==> src/hdl/chull_pkg.sv <==
// ----------------------------------------------------------------------------
// chull_pkg
// Shared constants, types and sequencer states of the convex hull core.
// ----------------------------------------------------------------------------
package chull_pkg;

  localparam int MAX_POINTS  = 32;
  localparam int COORD_BITS  = 16;
  localparam int FIELD_W     = 16;
  localparam int MAX_RESULTS = 32;

  localparam int IDX_W       = $clog2(MAX_POINTS);
  localparam int CNT_W       = $clog2(MAX_POINTS + 1);
  localparam int STACK_DEPTH = 2 * MAX_POINTS;
  localparam int SIDX_W      = $clog2(STACK_DEPTH);
  localparam int SDEP_W      = $clog2(STACK_DEPTH + 1);
  localparam int DIFF_W      = COORD_BITS + 1;
  localparam int PROD_W      = 2 * DIFF_W;

  localparam int QUEUE_DEPTH = 2;
  localparam int QPTR_W      = $clog2(QUEUE_DEPTH);
  localparam int QCNT_W      = $clog2(QUEUE_DEPTH + 1);

  typedef logic signed [COORD_BITS-1:0] coord_t;

  typedef struct packed {
    coord_t x;
    coord_t y;
  } pt_t;

  typedef struct packed {
    coord_t x;
    coord_t y;
    logic   last;
  } item_t;

  typedef enum logic [3:0] {
    S_IDLE,
    S_SORT_CHK,
    S_SORT_CMP,
    S_HINIT,
    S_H_RI,
    S_H_LAT,
    S_H_CHK,
    S_H_DIFF,
    S_H_MUL,
    S_H_CMP,
    S_H_SLAT,
    S_H_PUSH,
    S_EMIT,
    S_E_RS,
    S_E_RP,
    S_E_OUT
  } state_t;

endpackage

==> src/hdl/chull_if.sv <==
// ----------------------------------------------------------------------------
// chull_in_if / chull_out_if
// Valid/ready channels for loaded points and emitted hull vertices.
// ----------------------------------------------------------------------------
interface chull_in_if;
  logic               valid;
  logic               ready;
  logic signed [15:0] point_x;
  logic signed [15:0] point_y;
  logic               last_point;

  modport source(output valid, point_x, point_y, last_point, input ready);
  modport sink(input valid, point_x, point_y, last_point, output ready);
endinterface

interface chull_out_if;
  logic               valid;
  logic               ready;
  logic signed [15:0] hull_x;
  logic signed [15:0] hull_y;
  logic               last_vertex;
  logic               overflowed;

  modport source(output valid, hull_x, hull_y, last_vertex, overflowed, input ready);
  modport sink(input valid, hull_x, hull_y, last_vertex, overflowed, output ready);
endinterface

==> src/hdl/chull_front.sv <==
// ----------------------------------------------------------------------------
// chull_front
// Accepts point requests, narrows coordinates and queues them for the engine.
// ----------------------------------------------------------------------------
module chull_front (
  input  logic             clk,
  input  logic             rst,
  chull_in_if.sink         pts,
  output logic             q_valid,
  output chull_pkg::item_t q_item,
  input  logic             q_ready
);

  chull_pkg::item_t                     queue [chull_pkg::QUEUE_DEPTH];
  logic [chull_pkg::QPTR_W-1:0]         wr_ptr;
  logic [chull_pkg::QPTR_W-1:0]         rd_ptr;
  logic [chull_pkg::QCNT_W-1:0]         fill;
  logic                                 push;
  logic                                 pop;
  chull_pkg::item_t                     in_item;

  assign pts.ready = (fill < chull_pkg::QCNT_W'(chull_pkg::QUEUE_DEPTH));
  assign push      = pts.valid && pts.ready;
  assign q_valid   = (fill != '0);
  assign pop       = q_valid && q_ready;
  assign q_item    = queue[rd_ptr];

  // low COORD_BITS of each field, two's complement
  always_comb begin
    in_item.x    = chull_pkg::coord_t'(pts.point_x[chull_pkg::COORD_BITS-1:0]);
    in_item.y    = chull_pkg::coord_t'(pts.point_y[chull_pkg::COORD_BITS-1:0]);
    in_item.last = pts.last_point;
  end

  always_ff @(posedge clk) begin
    if (push) begin
      queue[wr_ptr] <= in_item;
    end
  end

  always_ff @(posedge clk) begin
    if (rst) begin
      wr_ptr <= '0;
      rd_ptr <= '0;
      fill   <= '0;
    end else begin
      if (push) wr_ptr <= wr_ptr + 1'b1;
      if (pop)  rd_ptr <= rd_ptr + 1'b1;
      if (push && !pop)      fill <= fill + 1'b1;
      else if (pop && !push) fill <= fill - 1'b1;
    end
  end

endmodule

==> src/hdl/chull_engine.sv <==
// ----------------------------------------------------------------------------
// chull_engine
// Insertion sort into the point store, monotone chain hull passes on a
// stack of store indices, and vertex emission through an output register.
// ----------------------------------------------------------------------------
module chull_engine (
  input  logic             clk,
  input  logic             rst,
  input  logic             q_valid,
  input  chull_pkg::item_t q_item,
  output logic             q_ready,
  chull_out_if.source      hull
);

  chull_pkg::state_t state, state_next;

  chull_pkg::pt_t                      pmem [chull_pkg::MAX_POINTS];
  logic [chull_pkg::IDX_W-1:0]         smem [chull_pkg::STACK_DEPTH];

  chull_pkg::pt_t                      rd_a, rd_b;
  logic [chull_pkg::IDX_W-1:0]         srd;
  logic [chull_pkg::IDX_W-1:0]         addr_a, addr_b;
  logic [chull_pkg::SIDX_W-1:0]        saddr;

  chull_pkg::item_t                    cur;
  logic [chull_pkg::CNT_W-1:0]         count;
  logic                                ovf;
  logic [chull_pkg::CNT_W-1:0]         k;
  logic [chull_pkg::CNT_W-1:0]         i;
  logic                                upper;
  logic [chull_pkg::SDEP_W-1:0]        depth;
  logic [chull_pkg::SDEP_W-1:0]        t;
  logic [chull_pkg::SDEP_W-1:0]        emit_n;
  logic [chull_pkg::IDX_W-1:0]         top_i, sec_i;
  chull_pkg::pt_t                      pi;
  logic signed [chull_pkg::DIFF_W-1:0] ax, ay, bx, by;
  logic signed [chull_pkg::PROD_W-1:0] m1, m2;

  logic                                ov;
  chull_pkg::pt_t                      ov_pt;
  logic                                ov_last, ov_ovf;

  logic                                precedes;
  logic                                cw;
  logic                                pop_ok;
  logic [chull_pkg::SDEP_W-1:0]        floor_d;
  logic                                can_push;
  logic [chull_pkg::SDEP_W-1:0]        depth_pushed;
  logic [chull_pkg::SDEP_W-1:0]        e_raw, e_cnt;
  logic                                load_out;
  logic                                full;

  assign full     = (count == chull_pkg::CNT_W'(chull_pkg::MAX_POINTS));
  assign precedes = (cur.x < rd_a.x) || ((cur.x == rd_a.x) && (cur.y < rd_a.y));
  assign cw       = (m1 < m2);
  assign floor_d  = upper ? t : chull_pkg::SDEP_W'(1);
  assign pop_ok   = (depth >= chull_pkg::SDEP_W'(2)) && (depth > floor_d);
  assign can_push = (depth < chull_pkg::SDEP_W'(chull_pkg::STACK_DEPTH));
  assign depth_pushed = can_push ? depth + 1'b1 : depth;
  assign e_raw    = (count >= chull_pkg::CNT_W'(2)) ? depth - 1'b1 : depth;
  assign e_cnt    = (e_raw > chull_pkg::SDEP_W'(chull_pkg::MAX_RESULTS))
                    ? chull_pkg::SDEP_W'(chull_pkg::MAX_RESULTS) : e_raw;
  assign q_ready  = (state == chull_pkg::S_IDLE);
  assign load_out = (state == chull_pkg::S_E_OUT) && (!ov || hull.ready);

  // memory read ports: address follows the state
  always_comb begin
    addr_a = srd;
    addr_b = sec_i;
    saddr  = chull_pkg::SIDX_W'(k);
    case (state)
      chull_pkg::S_SORT_CHK: addr_a = chull_pkg::IDX_W'(k - 1'b1);
      chull_pkg::S_H_RI:     addr_a = chull_pkg::IDX_W'(i);
      chull_pkg::S_H_CHK:    addr_a = top_i;
      chull_pkg::S_H_CMP:    saddr  = chull_pkg::SIDX_W'(depth - chull_pkg::SDEP_W'(3));
      default: ;
    endcase
  end

  always_ff @(posedge clk) begin
    rd_a <= pmem[addr_a];
    rd_b <= pmem[addr_b];
    srd  <= smem[saddr];
  end

  always_ff @(posedge clk) begin
    state <= rst ? chull_pkg::S_IDLE : state_next;
  end

  always_comb begin
    state_next = state;
    case (state)
      chull_pkg::S_IDLE: begin
        if (q_valid) begin
          if (!full)         state_next = chull_pkg::S_SORT_CHK;
          else if (q_item.last) state_next = chull_pkg::S_HINIT;
        end
      end
      chull_pkg::S_SORT_CHK: begin
        if (k == '0) state_next = cur.last ? chull_pkg::S_HINIT : chull_pkg::S_IDLE;
        else         state_next = chull_pkg::S_SORT_CMP;
      end
      chull_pkg::S_SORT_CMP: begin
        if (precedes) state_next = chull_pkg::S_SORT_CHK;
        else          state_next = cur.last ? chull_pkg::S_HINIT : chull_pkg::S_IDLE;
      end
      chull_pkg::S_HINIT:  state_next = (count == '0) ? chull_pkg::S_EMIT : chull_pkg::S_H_RI;
      chull_pkg::S_H_RI:   state_next = chull_pkg::S_H_LAT;
      chull_pkg::S_H_LAT:  state_next = chull_pkg::S_H_CHK;
      chull_pkg::S_H_CHK:  state_next = pop_ok ? chull_pkg::S_H_DIFF : chull_pkg::S_H_PUSH;
      chull_pkg::S_H_DIFF: state_next = chull_pkg::S_H_MUL;
      chull_pkg::S_H_MUL:  state_next = chull_pkg::S_H_CMP;
      chull_pkg::S_H_CMP: begin
        if (!cw)                                 state_next = chull_pkg::S_H_PUSH;
        else if (depth >= chull_pkg::SDEP_W'(3)) state_next = chull_pkg::S_H_SLAT;
        else                                     state_next = chull_pkg::S_H_CHK;
      end
      chull_pkg::S_H_SLAT: state_next = chull_pkg::S_H_CHK;
      chull_pkg::S_H_PUSH: begin
        if (!upper) begin
          if (i + 1'b1 == count)
            state_next = (count >= chull_pkg::CNT_W'(2)) ? chull_pkg::S_H_RI : chull_pkg::S_EMIT;
          else
            state_next = chull_pkg::S_H_RI;
        end else begin
          state_next = (i == '0) ? chull_pkg::S_EMIT : chull_pkg::S_H_RI;
        end
      end
      chull_pkg::S_EMIT:  state_next = (e_cnt == '0) ? chull_pkg::S_IDLE : chull_pkg::S_E_RS;
      chull_pkg::S_E_RS:  state_next = chull_pkg::S_E_RP;
      chull_pkg::S_E_RP:  state_next = chull_pkg::S_E_OUT;
      chull_pkg::S_E_OUT: begin
        if (load_out)
          state_next = (chull_pkg::SDEP_W'(k) + 1'b1 == emit_n) ? chull_pkg::S_IDLE
                                                                : chull_pkg::S_E_RS;
      end
      default: state_next = chull_pkg::S_IDLE;
    endcase
  end

  // memory writes
  always_ff @(posedge clk) begin
    if (state == chull_pkg::S_SORT_CHK && k == '0)
      pmem[0] <= '{x: cur.x, y: cur.y};
    if (state == chull_pkg::S_SORT_CMP)
      pmem[chull_pkg::IDX_W'(k)] <= precedes ? rd_a : '{x: cur.x, y: cur.y};
    if (state == chull_pkg::S_H_PUSH && can_push)
      smem[chull_pkg::SIDX_W'(depth)] <= chull_pkg::IDX_W'(i);
  end

  // datapath registers
  always_ff @(posedge clk) begin
    case (state)
      chull_pkg::S_IDLE:   if (q_valid) begin cur <= q_item; k <= count; end
      chull_pkg::S_SORT_CMP: if (precedes) k <= k - 1'b1;
      chull_pkg::S_HINIT:  begin i <= '0; upper <= 1'b0; end
      chull_pkg::S_H_LAT:  pi <= rd_a;
      chull_pkg::S_H_DIFF: begin
        ax <= chull_pkg::DIFF_W'(rd_a.x) - chull_pkg::DIFF_W'(pi.x);
        ay <= chull_pkg::DIFF_W'(rd_a.y) - chull_pkg::DIFF_W'(pi.y);
        bx <= chull_pkg::DIFF_W'(rd_b.x) - chull_pkg::DIFF_W'(pi.x);
        by <= chull_pkg::DIFF_W'(rd_b.y) - chull_pkg::DIFF_W'(pi.y);
      end
      chull_pkg::S_H_MUL: begin
        m1 <= ax * by;
        m2 <= ay * bx;
      end
      chull_pkg::S_H_CMP:  if (cw) top_i <= sec_i;
      chull_pkg::S_H_SLAT: sec_i <= srd;
      chull_pkg::S_H_PUSH: begin
        sec_i <= top_i;
        top_i <= chull_pkg::IDX_W'(i);
        if (!upper) begin
          if (i + 1'b1 == count) begin
            t     <= depth_pushed;
            upper <= 1'b1;
            i     <= count - chull_pkg::CNT_W'(2);
          end else begin
            i <= i + 1'b1;
          end
        end else if (i != '0) begin
          i <= i - 1'b1;
        end
      end
      chull_pkg::S_EMIT:  begin emit_n <= e_cnt; k <= '0; end
      chull_pkg::S_E_OUT: if (load_out) k <= k + 1'b1;
      default: ;
    endcase
  end

  // control registers
  always_ff @(posedge clk) begin
    if (rst) begin
      count <= '0;
      ovf   <= 1'b0;
      depth <= '0;
    end else begin
      case (state)
        chull_pkg::S_IDLE: if (q_valid && full) ovf <= 1'b1;
        chull_pkg::S_SORT_CHK: if (k == '0) count <= count + 1'b1;
        chull_pkg::S_SORT_CMP: if (!precedes) count <= count + 1'b1;
        chull_pkg::S_HINIT:  depth <= '0;
        chull_pkg::S_H_CMP:  if (cw) depth <= depth - 1'b1;
        chull_pkg::S_H_PUSH: depth <= depth_pushed;
        chull_pkg::S_EMIT: begin
          if (e_cnt == '0) begin
            count <= '0;
            ovf   <= 1'b0;
            depth <= '0;
          end
        end
        chull_pkg::S_E_OUT: begin
          if (load_out && chull_pkg::SDEP_W'(k) + 1'b1 == emit_n) begin
            count <= '0;
            ovf   <= 1'b0;
            depth <= '0;
          end
        end
        default: ;
      endcase
    end
  end

  // output register
  always_ff @(posedge clk) begin
    if (rst) begin
      ov <= 1'b0;
    end else if (load_out) begin
      ov <= 1'b1;
    end else if (hull.ready) begin
      ov <= 1'b0;
    end
  end

  always_ff @(posedge clk) begin
    if (load_out) begin
      ov_pt   <= rd_a;
      ov_last <= (chull_pkg::SDEP_W'(k) + 1'b1 == emit_n);
      ov_ovf  <= ovf;
    end
  end

  assign hull.valid       = ov;
  assign hull.hull_x      = chull_pkg::FIELD_W'(ov_pt.x);
  assign hull.hull_y      = chull_pkg::FIELD_W'(ov_pt.y);
  assign hull.last_vertex = ov_last;
  assign hull.overflowed  = ov_ovf;

`ifndef NO_ASSERTIONS
  a_depth_bound: assert property (@(posedge clk) disable iff (rst)
    depth <= chull_pkg::SDEP_W'(chull_pkg::STACK_DEPTH))
    else $error("hull stack overfilled");

  a_count_bound: assert property (@(posedge clk) disable iff (rst)
    count <= chull_pkg::CNT_W'(chull_pkg::MAX_POINTS))
    else $error("point count above store size");

  a_pop_step: assert property (@(posedge clk) disable iff (rst)
    (state == chull_pkg::S_H_CMP && cw) |=> depth == $past(depth) - 1'b1)
    else $error("pop did not drop the stack by one");

  a_idle_clear: assert property (@(posedge clk) disable iff (rst)
    (state == chull_pkg::S_IDLE) |-> depth == '0)
    else $error("stack not empty between sets");

  a_load_free: assert property (@(posedge clk) disable iff (rst)
    load_out |-> (!ov || hull.ready))
    else $error("output register overwritten");
`endif

endmodule

==> src/hdl/convex_hull_monotone_chain_core.sv <==
// A point request is inserted into the sorted store by shifting larger points
// up one slot; the closing request then runs the lower and upper hull passes
// and emits the hull vertices one at a time through the output register.
// The engine takes a new point request only in its idle state, so it works
// on one point at a time. Reset clears the point count, stack fill and
// overflow flag; the stores need no clearing pass.
// ----------------------------------------------------------------------------
// convex_hull_monotone_chain_core
// Monotone chain convex hull: point queue in front, sort/hull engine behind.
// ----------------------------------------------------------------------------
module convex_hull_monotone_chain_core (
  input  logic        clk,
  input  logic        rst,
  chull_in_if.sink    pts,
  chull_out_if.source hull
);

  logic             q_valid;
  logic             q_ready;
  chull_pkg::item_t q_item;

  chull_front u_front (
    .clk     (clk),
    .rst     (rst),
    .pts     (pts),
    .q_valid (q_valid),
    .q_item  (q_item),
    .q_ready (q_ready)
  );

  chull_engine u_engine (
    .clk     (clk),
    .rst     (rst),
    .q_valid (q_valid),
    .q_item  (q_item),
    .q_ready (q_ready),
    .hull    (hull)
  );

endmodule
==> src/flat_wrapper.sv <==
// flat-port wrapper written by rule: the top's interface ports become plain ports
module convex_hull_monotone_chain_core_flat 
  (clk, rst, pts_valid, pts_point_x, pts_point_y, pts_last_point, pts_ready, hull_valid, hull_hull_x, hull_hull_y, hull_last_vertex, hull_overflowed, hull_ready);
  chull_in_if pts_i ();
  chull_out_if hull_i ();
  input  logic clk;
  input  logic rst;
  input wire logic [$bits(pts_i.valid)-1:0] pts_valid;
  input wire logic [$bits(pts_i.point_x)-1:0] pts_point_x;
  input wire logic [$bits(pts_i.point_y)-1:0] pts_point_y;
  input wire logic [$bits(pts_i.last_point)-1:0] pts_last_point;
  output wire logic [$bits(pts_i.ready)-1:0] pts_ready;
  output wire logic [$bits(hull_i.valid)-1:0] hull_valid;
  output wire logic [$bits(hull_i.hull_x)-1:0] hull_hull_x;
  output wire logic [$bits(hull_i.hull_y)-1:0] hull_hull_y;
  output wire logic [$bits(hull_i.last_vertex)-1:0] hull_last_vertex;
  output wire logic [$bits(hull_i.overflowed)-1:0] hull_overflowed;
  input wire logic [$bits(hull_i.ready)-1:0] hull_ready;
  assign pts_i.valid = pts_valid;
  assign pts_i.point_x = pts_point_x;
  assign pts_i.point_y = pts_point_y;
  assign pts_i.last_point = pts_last_point;
  assign pts_ready = pts_i.ready;
  assign hull_valid = hull_i.valid;
  assign hull_hull_x = hull_i.hull_x;
  assign hull_hull_y = hull_i.hull_y;
  assign hull_last_vertex = hull_i.last_vertex;
  assign hull_overflowed = hull_i.overflowed;
  assign hull_i.ready = hull_ready;
  convex_hull_monotone_chain_core u_core (.clk(clk), .rst(rst), .pts(pts_i), .hull(hull_i));
endmodule
==> config.mk <==
export PLATFORM = sky130hd
export DESIGN_NAME = convex_hull_monotone_chain_core_flat
export DESIGN_NICKNAME = d
export VERILOG_FILES = /design/src/hdl/chull_pkg.sv /design/src/hdl/chull_if.sv /design/src/hdl/chull_front.sv /design/src/hdl/chull_engine.sv /design/src/hdl/convex_hull_monotone_chain_core.sv /design/src/flat_wrapper.sv
export SDC_FILE = /design/constraint.sdc
export NUM_CORES = 2
export LEC_CHECK = 0
export BUFFER_PORTS_ARGS = -buffer_cell sky130_fd_sc_hd__clkbuf_2
export CAP_MARGIN = 20
export CORE_ASPECT_RATIO = 1.5
export CORE_UTILIZATION = 30
export DETAILED_ROUTE_END_ITERATION = 8
export PLACE_DENSITY = 0.44
export SLEW_MARGIN = 0
export SYNTH_ARGS = -nofsm -noshare
export SYNTH_HDL_FRONTEND = slang
export SYNTH_HIERARCHICAL = 1
export SYNTH_SLANG_ARGS = --single-unit
==> constraint.sdc <==
create_clock -name clk -period 8.9 [get_ports clk]
set_clock_uncertainty 0.1 [all_clocks]
set_input_delay 1.78 -clock clk [delete_from_list [all_inputs] [get_ports clk]]
set_output_delay 1.78 -clock clk [all_outputs]
set_load 0.02 [all_outputs]
Word level (Yosys, flattened, before mapping)
Memory sizes are Yosys's and may differ from the RTL's. A register that Yosys moved wholly into a read port is not among the register bits.
Cells that the tools add are included.
{"block": "totals", "word_cells": 206, "regBits": 295, "input_bits": 37, "out_inout_bits": 36, "memories": 3, "ramBits": 1410}
{"block": "classes", "n_addsub": 18, "magnitude_cmp": 10, "mul": 2, "n_eq_ne": 30, "bitwise": 1, "n_reduce_logical": 43, "mux": 69}
{"name": "u_core.u_engine.pmem", "words": 32, "width": 32, "read_ports": 2, "rd_ports_with_merged_regs": 2, "wr": 1, "line": "chull_engine.sv:17", "source": "chull_pkg::pt_t pmem [chull_pkg::MAX_POINTS];"}
{"name": "u_core.u_engine.smem", "words": 64, "width": 5, "read_ports": 1, "rd_ports_with_merged_regs": 1, "wr": 1, "line": "chull_engine.sv:18", "source": "logic [chull_pkg::IDX_W-1:0] smem [chull_pkg::STACK_DEPTH];"}
{"name": "u_core.u_front.queue", "words": 2, "width": 33, "read_ports": 1, "rd_ports_with_merged_regs": 1, "wr": 1, "line": "chull_front.sv:14", "source": "chull_pkg::item_t queue [chull_pkg::QUEUE_DEPTH];"}
{"op": "$mul A17 B17 Y34", "count": 2}
{"op": "$sub A16 B16 Y17", "count": 4}
{"op": "$mux W6", "count": 11}
{"op": "$mux W32", "count": 2}
{"op": "$pmux W4 S15", "count": 1}
{"op": "$mux W4", "count": 14}
{"op": "$mux W7", "count": 7}
{"op": "$pmux W6 S4", "count": 2}
{"op": "$pmux W7 S5", "count": 1}
{"op": "$lt A34 B34 Y1", "count": 1}
{"op": "$eq A4 B4 Y1 const B", "count": 8}
{"op": "$lt A16 B16 Y1", "count": 2}
{"op": "$reduce_or A32 Y1", "count": 1}
{"op": "$pmux W5 S2", "count": 2}
{"op": "$add A6 B1 Y6 const B", "count": 3}
{"op": "$logic_not A6 Y1", "count": 3}
{"op": "$mux W1", "count": 18}
{"op": "$eq A16 B16 Y1", "count": 1}
{"op": "$eq A4 B3 Y1 const B", "count": 4}
{"op": "$pmux W5 S3", "count": 1}
{"op": "$ge A7 B2 Y1 const B", "count": 2}
{"op": "$ne A2 B2 Y1 const B", "count": 7}
{"op": "$pmux W6 S2", "count": 1}
{"op": "$reduce_and A4 Y1", "count": 3}
{"op": "other kinds (40)", "count": 72}

Longest topological paths before layout
{"block": "logic_depth", "depth_word": 7, "mapped_depth": 24, "depth_no_buf": 23}

Modules after synthesis
The synthesis kept the hierarchy.
{"mod": "chull_engine", "cells_per_inst": 7911, "seq_area_each_um2": 50288.2, "area_per_inst_um2": 99964.6, "instances": 1}
{"mod": "chull_front", "cells_per_inst": 126, "seq_area_each_um2": 2082.0, "area_per_inst_um2": 2595.0, "instances": 1}

Least setup slack after synthesis
No wires, ideal clock.
{"block": "synth_timing", "path_kind": "register -> register", "startpoint": "register u_core/u_engine/bx[8] (netlist name)", "endpoint": "register u_core/u_engine/m2[33] (netlist name) (data pin)", "n_path_buf": 2, "slack_ns": 2.264, "setup_ns": 0.260, "period_less_slack_ns": 6.636, "required_time_ns": 8.540, "stages_incl_launch_ff": 24, "t_arrival_ns": 6.276, "path_cell_list": "edfxtp_1 clkbuf_1 clkbuf_1 nand2_1 fa_1 inv_1 fa_1 inv_1 fa_1 inv_1 fa_1 fa_1 inv_1 fa_1 inv_1 ha_1 nand2_1 or3_1 o311ai_0 o21ai_0 o311a_1 o21ai_0 a21oi_1 xnor2_1"}
{"block": "synth_via", "elab_chain_len": 1}
{"item": "start, declared", "line": "chull_engine.sv:36", "source": "logic signed [chull_pkg::DIFF_W-1:0] ax, ay, bx, by;"}
{"item": "start signal, assigned", "line": "chull_engine.sv:161", "source": "bx <= chull_pkg::DIFF_W'(rd_b.x) - chull_pkg::DIFF_W'(pi.x);"}
{"item": "$mul A17 B17 Y34", "line": "chull_engine.sv:166", "source": "m2 <= ay * bx;"}
{"item": "end signal, assigned", "line": "chull_engine.sv:166"}
{"item": "end, declared", "line": "chull_engine.sv:37", "source": "logic signed [chull_pkg::PROD_W-1:0] m1, m2;"}
No other way between the ends.
A chain may end at the register's enable or synchronous reset.

Worst setup path in the final report
{"block": "layout_timing", "startpoint": "register u_core/u_engine/by[8] (netlist name)", "endpoint": "register u_core/u_engine/m1[30] (netlist name) (data pin)"}
{"block": "layout_via", "elab_chain_len": 1}
{"item": "start, declared", "line": "chull_engine.sv:36"}
{"item": "start signal, assigned", "line": "chull_engine.sv:162", "source": "by <= chull_pkg::DIFF_W'(rd_b.y) - chull_pkg::DIFF_W'(pi.y);"}
{"item": "$mul A17 B17 Y34", "line": "chull_engine.sv:165", "source": "m1 <= ax * by;"}
{"item": "end signal, assigned", "line": "chull_engine.sv:165"}
{"item": "end, declared", "line": "chull_engine.sv:37"}
No other way between the ends.

==> results_tabular.tex <==
\begin{tabular}{lr}
\hline
Metric & Value \\
\hline
\multicolumn{2}{l}{\textbf{Cells and area}} \\
Total number of nets in the final design & 8973 \\
Final-layout fill cell count & 33205 \\
Sequential Area & 52400 um\^{}2 \\
Core Util, Final & 33.8\% \\
Ratio of cells with drive above 1 in the final layout & 13.4\% \\
Synth-to-Final Area Change & 12.2\% \\
Design area & 115000 um\^{}2 \\
Multi-input combinational cell area & 46000 um\^{}2 \\
\multicolumn{2}{l}{\textbf{Detailed routing}} \\
Via count of the routed design & 65942 \\
Total wire length after detailed routing & 347000 um \\
Wire length per cell & 27.4 um \\
Number of antenna-violating nets in the routed design & 0 \\
Drt first-iter violations & 5599 \\
Number of vias per cell & 5.20 \\
Number of remaining DRC errors & 0 \\
Number of detailed-route iterations in the first pass & 6 \\
\multicolumn{2}{l}{\textbf{Worst setup path}} \\
CP endpoint kind & flop \\
Capturing instance or port of the critical path & u\_core/u\_engine/m1[30]\$\_DFFE\_PP\_ \\
Launch instance of the worst register-to-register path & u\_core/u\_engine/by[8]\$\_DFFE\_PP\_ \\
Startpoint type of the worst setup path & flop \\
Worst Setup SP & u\_core/u\_engine/by[8]\$\_DFFE\_PP\_ \\
Startpoint-to-endpoint class of the critical path & reg -> reg \\
R2r worst-path depth & 20 \\
Critical R2R Capture & u\_core/u\_engine/m1[30]\$\_DFFE\_PP\_ \\
FF-to-FF setup slack & 1.36 ns \\
Crit Path Max Fanout & 17 \\
Data arrival time at the worst-slack endpoint & 8.06 ns \\
CP Data Required Time & 9.42 ns \\
\multicolumn{2}{l}{\textbf{Power}} \\
P per Cell Area & 284 nW/um\^{}2 \\
Largest vdd supply drop & 0.000329 V \\
Leakage power of the design & 0.0429 uW \\
Total power consumption of the routed design & 32600 uW \\
\multicolumn{2}{l}{\textbf{Worst hold path}} \\
Worst min-delay path class & reg -> reg \\
Hold Path Cell Cnt & 0 \\
\multicolumn{2}{l}{\textbf{Floorplan}} \\
Floorplan die width & 479 um \\
Row Count & 262 \\
Die Outline Area & 344000 um\^{}2 \\
Vertical die dimension & 718 um \\
Total core area & 340000 um\^{}2 \\
Number of top-level pins & 73 \\
Initial Utilization & 30.2\% \\
\multicolumn{2}{l}{\textbf{STA}} \\
Final total negative setup slack & 0 ns \\
Max-Slew Margin vs Limit & 17.3\% \\
Final Critical Period & 7.54 ns \\
Slew @ Worst Pin & 1.24 ns \\
Max Clk Rate & 0.133 GHz \\
Unrepaired setup endpoints after global routing & no \\
Final setup fails & 0 \\
Final period util & 84.7\% \\
Max-slew violation total from the final report & 0 \\
Hold\_ws & 0.319 ns \\
Final-report hold violation count & 0 \\
\multicolumn{2}{l}{\textbf{Clock network}} \\
Hold-fix buffers at CTS & 0 \\
Clk slew on worst S/H paths & 0.07 ns \\
Clock tree from TritonCTS & yes \\
CTS sink cnt & 1775 \\
CTS root buf & sky130\_fd\_sc\_hd\_\_clkbuf\_16 \\
Number of levels in the clock H-tree & 4 \\
Setup Buffers After CTS & 0 \\
CTS Buffer Depth & 4 \\
Total CTS buffers & 192 \\
CTS resizes & 0 \\
Clock latency reported for the late side of the worst-skew pair & 0.94 ns \\
\multicolumn{2}{l}{\textbf{Yosys}} \\
Main synth FF type & sky130\_fd\_sc\_hd\_\_edfxtp\_1 \\
Mean post-synth cell area & 12.8 um\^{}2 \\
Share of the yosys chip area belonging to registers & 51.1\% \\
Synth async-reset ratio & 0\% \\
Synthesized netlist cell count & 8037 \\
Warnings, synthesis & 6 \\
Syn\_nets & 8988 \\
Count of flip-flops with a built-in enable after synthesis & 1682 \\
Register bit total from synthesis & 1775 \\
Yosys cell types & 77 \\
Synthesized area & 103000 um\^{}2 \\
\multicolumn{2}{l}{\textbf{Global route}} \\
Global router's overall resource usage & 19.9\% \\
Number of antenna violations at the first check in global routing & 22 \\
Largest net degree at the start of global routing & 151 \\
Global-route wire length before repair & 496000 um \\
Vias in the first global route & 68820 \\
Total overflow reported by the global router & 0 \\
\multicolumn{2}{l}{\textbf{Placement}} \\
Area after DPL & 109000 um\^{}2 \\
Port-buffer cells & 72 \\
DP HPWL & 223000 um \\
Final weighted congestion of routability-driven global placement & 0.832 \\
\multicolumn{2}{l}{\textbf{Flow run}} \\
\# Max-Cap Violations & 0 \\
\multicolumn{2}{l}{\textbf{Run status}} \\
Status & complete, no violations \\
\hline
\end{tabular}
## synth_stat cells, types with 9 or more instances
cell                           n  area (um^2)
sky130_fd_sc_hd__o21ai_0     113          566
sky130_fd_sc_hd__nand2b_1     33          206
sky130_fd_sc_hd__clkbuf_1    272         1020
sky130_fd_sc_hd__a211oi_1     21          158
sky130_fd_sc_hd__nor2b_1      27          169
sky130_fd_sc_hd__a31oi_1     102          638
sky130_fd_sc_hd__and2_1      298         1860
sky130_fd_sc_hd__a21o_1       64          480
sky130_fd_sc_hd__nor4_1       10         62.6
sky130_fd_sc_hd__o31ai_1      10         75.1
sky130_fd_sc_hd__fa_1        596        11900
sky130_fd_sc_hd__dfxtp_1      93         1860
sky130_fd_sc_hd__nor2_1      259          972
sky130_fd_sc_hd__nand3_1     307         1540
sky130_fd_sc_hd__a311oi_1    164         1440
sky130_fd_sc_hd__buf_1        45          169
sky130_fd_sc_hd__a222oi_1     32          320
sky130_fd_sc_hd__edfxtp_1   1682        50500
sky130_fd_sc_hd__mux2i_1      82          821
sky130_fd_sc_hd__or3_1        32          200
sky130_fd_sc_hd__xnor2_1     118         1030
sky130_fd_sc_hd__o21a_1       35          263
sky130_fd_sc_hd__o211ai_1     11         82.6
sky130_fd_sc_hd__a2111oi_0    12          105
sky130_fd_sc_hd__buf_4        18          135
sky130_fd_sc_hd__ha_1        318         3980
sky130_fd_sc_hd__and3_1      140          876
sky130_fd_sc_hd__nand4_1      14         87.6
sky130_fd_sc_hd__mux2_2       67          754
sky130_fd_sc_hd__mux4_2      400         9010
sky130_fd_sc_hd__nand2_1    1430         5370
sky130_fd_sc_hd__a21boi_0      9         67.6
sky130_fd_sc_hd__or2_2        12         75.1
sky130_fd_sc_hd__buf_2       120          601
sky130_fd_sc_hd__nor3_1       56          280
sky130_fd_sc_hd__xor2_1       45          394
sky130_fd_sc_hd__a21oi_1     126          631
sky130_fd_sc_hd__inv_1       747         2800
## cells in the final DEF (no fill, tap or decap), types with 118 or more instances in the layout
master                      count
sky130_fd_sc_hd__nand3_1      307
sky130_fd_sc_hd__buf_4        128
sky130_fd_sc_hd__and2_1       296
sky130_fd_sc_hd__fa_1         596
sky130_fd_sc_hd__and3_1       140
sky130_fd_sc_hd__xnor2_1      118
sky130_fd_sc_hd__clkbuf_16    195
sky130_fd_sc_hd__inv_1        747
sky130_fd_sc_hd__mux4_2       400
sky130_fd_sc_hd__edfxtp_1    1682
sky130_fd_sc_hd__a311oi_1     164
sky130_fd_sc_hd__a21oi_1      122
sky130_fd_sc_hd__ha_1         318
sky130_fd_sc_hd__nor2_1       231
sky130_fd_sc_hd__nand2_1     1430
## cell families (layout without fill, tap and decap cells)
kind of cell	Yosys count	in the layout	share of synthesized area, %
mux	549	549	10.3
buf+inv	1202	1337	4.61
compound gates	783	783	5.42
fa+ha+maj	914	914	15.5
flops	1775	1775	51.1
other cells	1	10	0.00366
xor+xnor	164	164	1.41
simple gates	2649	2649	11.7
## worst max-delay path: stages (launching register included)
cell and delay [ns]:
sky130_fd_sc_hd__edfxtp_1 0.99, sky130_fd_sc_hd__nand2_1 0.18, sky130_fd_sc_hd__fa_1 0.58, sky130_fd_sc_hd__inv_1 0.06
sky130_fd_sc_hd__fa_1 0.50, sky130_fd_sc_hd__inv_1 0.06, sky130_fd_sc_hd__fa_1 0.55, sky130_fd_sc_hd__inv_1 0.07
sky130_fd_sc_hd__fa_1 0.49, sky130_fd_sc_hd__fa_1 0.53, sky130_fd_sc_hd__inv_1 0.06, sky130_fd_sc_hd__fa_1 0.48
sky130_fd_sc_hd__inv_1 0.04, sky130_fd_sc_hd__ha_1 0.32, sky130_fd_sc_hd__a21oi_1 0.22, sky130_fd_sc_hd__nand2b_1 0.08
sky130_fd_sc_hd__o31ai_1 0.56, sky130_fd_sc_hd__a211oi_1 0.35, sky130_fd_sc_hd__a211oi_1 0.48, sky130_fd_sc_hd__nor2_1 0.09
sky130_fd_sc_hd__a2111oi_0 0.38
## where the power goes
group          internal, uW  switching [uW]  total, uW
combinational          4310            9180      13500
sequential            10600             620      11200
clock                  4480            3500       7970
## per-stage QoR
step / cells / worst slack, ns
3_5_place_dp: 12302 / 1.38
5_1_grt: 12661 / 0.925
3_3_place_gp: 12285 / 1.42
2_1_floorplan: 8037 / 2.26
4_1_cts: 12646 / 1.36
6_report: 12669 / 1.36
## final cells by class
| type | count | area share, % |
|---|---|---|
| Sequential cell | 1775 | 45.5 |
| Multi-Input combinational cell | 5060 | 40.0 |
| Tap cell | 4488 | 4.88 |
| Clock buffer | 257 | 4.54 |
| Inverter | 747 | 2.44 |
| Timing Repair Buffer | 246 | 1.87 |
| Clock inverter | 87 | 0.746 |
| Antenna cell | 9 | 0.0196 |
## how the worst min path moves through the flow
stage	from	endpoint
global placement	u_core/u_engine/ovf$_SDFFE_PP0P_	u_core/u_engine/hull.overflowed$_DFFE_PP_
finish	u_core/u_engine/rd_a[17]$_DFF_P_	u_core/u_engine/hull.hull_x[1]$_DFFE_PP_
detailed placement	u_core/u_engine/ovf$_SDFFE_PP0P_	u_core/u_engine/hull.overflowed$_DFFE_PP_
CTS	u_core/u_engine/rd_a[17]$_DFF_P_	u_core/u_engine/hull.hull_x[1]$_DFFE_PP_
floorplan	u_core/u_engine/ovf$_SDFFE_PP0P_	u_core/u_engine/hull.overflowed$_DFFE_PP_
global route	u_core/u_engine/rd_a[17]$_DFF_P_	u_core/u_engine/hull.hull_x[1]$_DFFE_PP_
## state kept, by name (all words and copies together), names as in the netlist, 5 cells and up, named ones only
| name | count |
|---|---|
| u_core/u_engine/addr_b | 5 |
| u_core/u_engine/ax | 17 |
| u_core/u_engine/ay | 17 |
| u_core/u_engine/bx | 17 |
| u_core/u_engine/by | 17 |
| u_core/u_engine/count | 6 |
| u_core/u_engine/cur | 33 |
| u_core/u_engine/depth | 7 |
| u_core/u_engine/emit_n | 7 |
| u_core/u_engine/hull.hull_x | 16 |
| u_core/u_engine/hull.hull_y | 16 |
| u_core/u_engine/i | 6 |
| u_core/u_engine/k | 6 |
| u_core/u_engine/m1 | 34 |
| u_core/u_engine/m2 | 34 |
| u_core/u_engine/pi | 32 |
| u_core/u_engine/pmem | 1024 |
| u_core/u_engine/rd_a | 32 |
| u_core/u_engine/rd_b | 32 |
| u_core/u_engine/smem | 320 |
| u_core/u_engine/srd | 5 |
| u_core/u_engine/t | 7 |
| u_core/u_engine/top_i | 5 |
| u_core/u_front/queue | 66 |
## layer usage
layer	track usage [%]	wire, um	up-vias
met3	2.40	17200	691
li1	-	-	28671
met2	36.2	182000	2166
met5	0	13	-
met4	10.2	19900	2
met1	22.8	128000	34412
No activity file was read; power rests on OpenSTA's default activity.
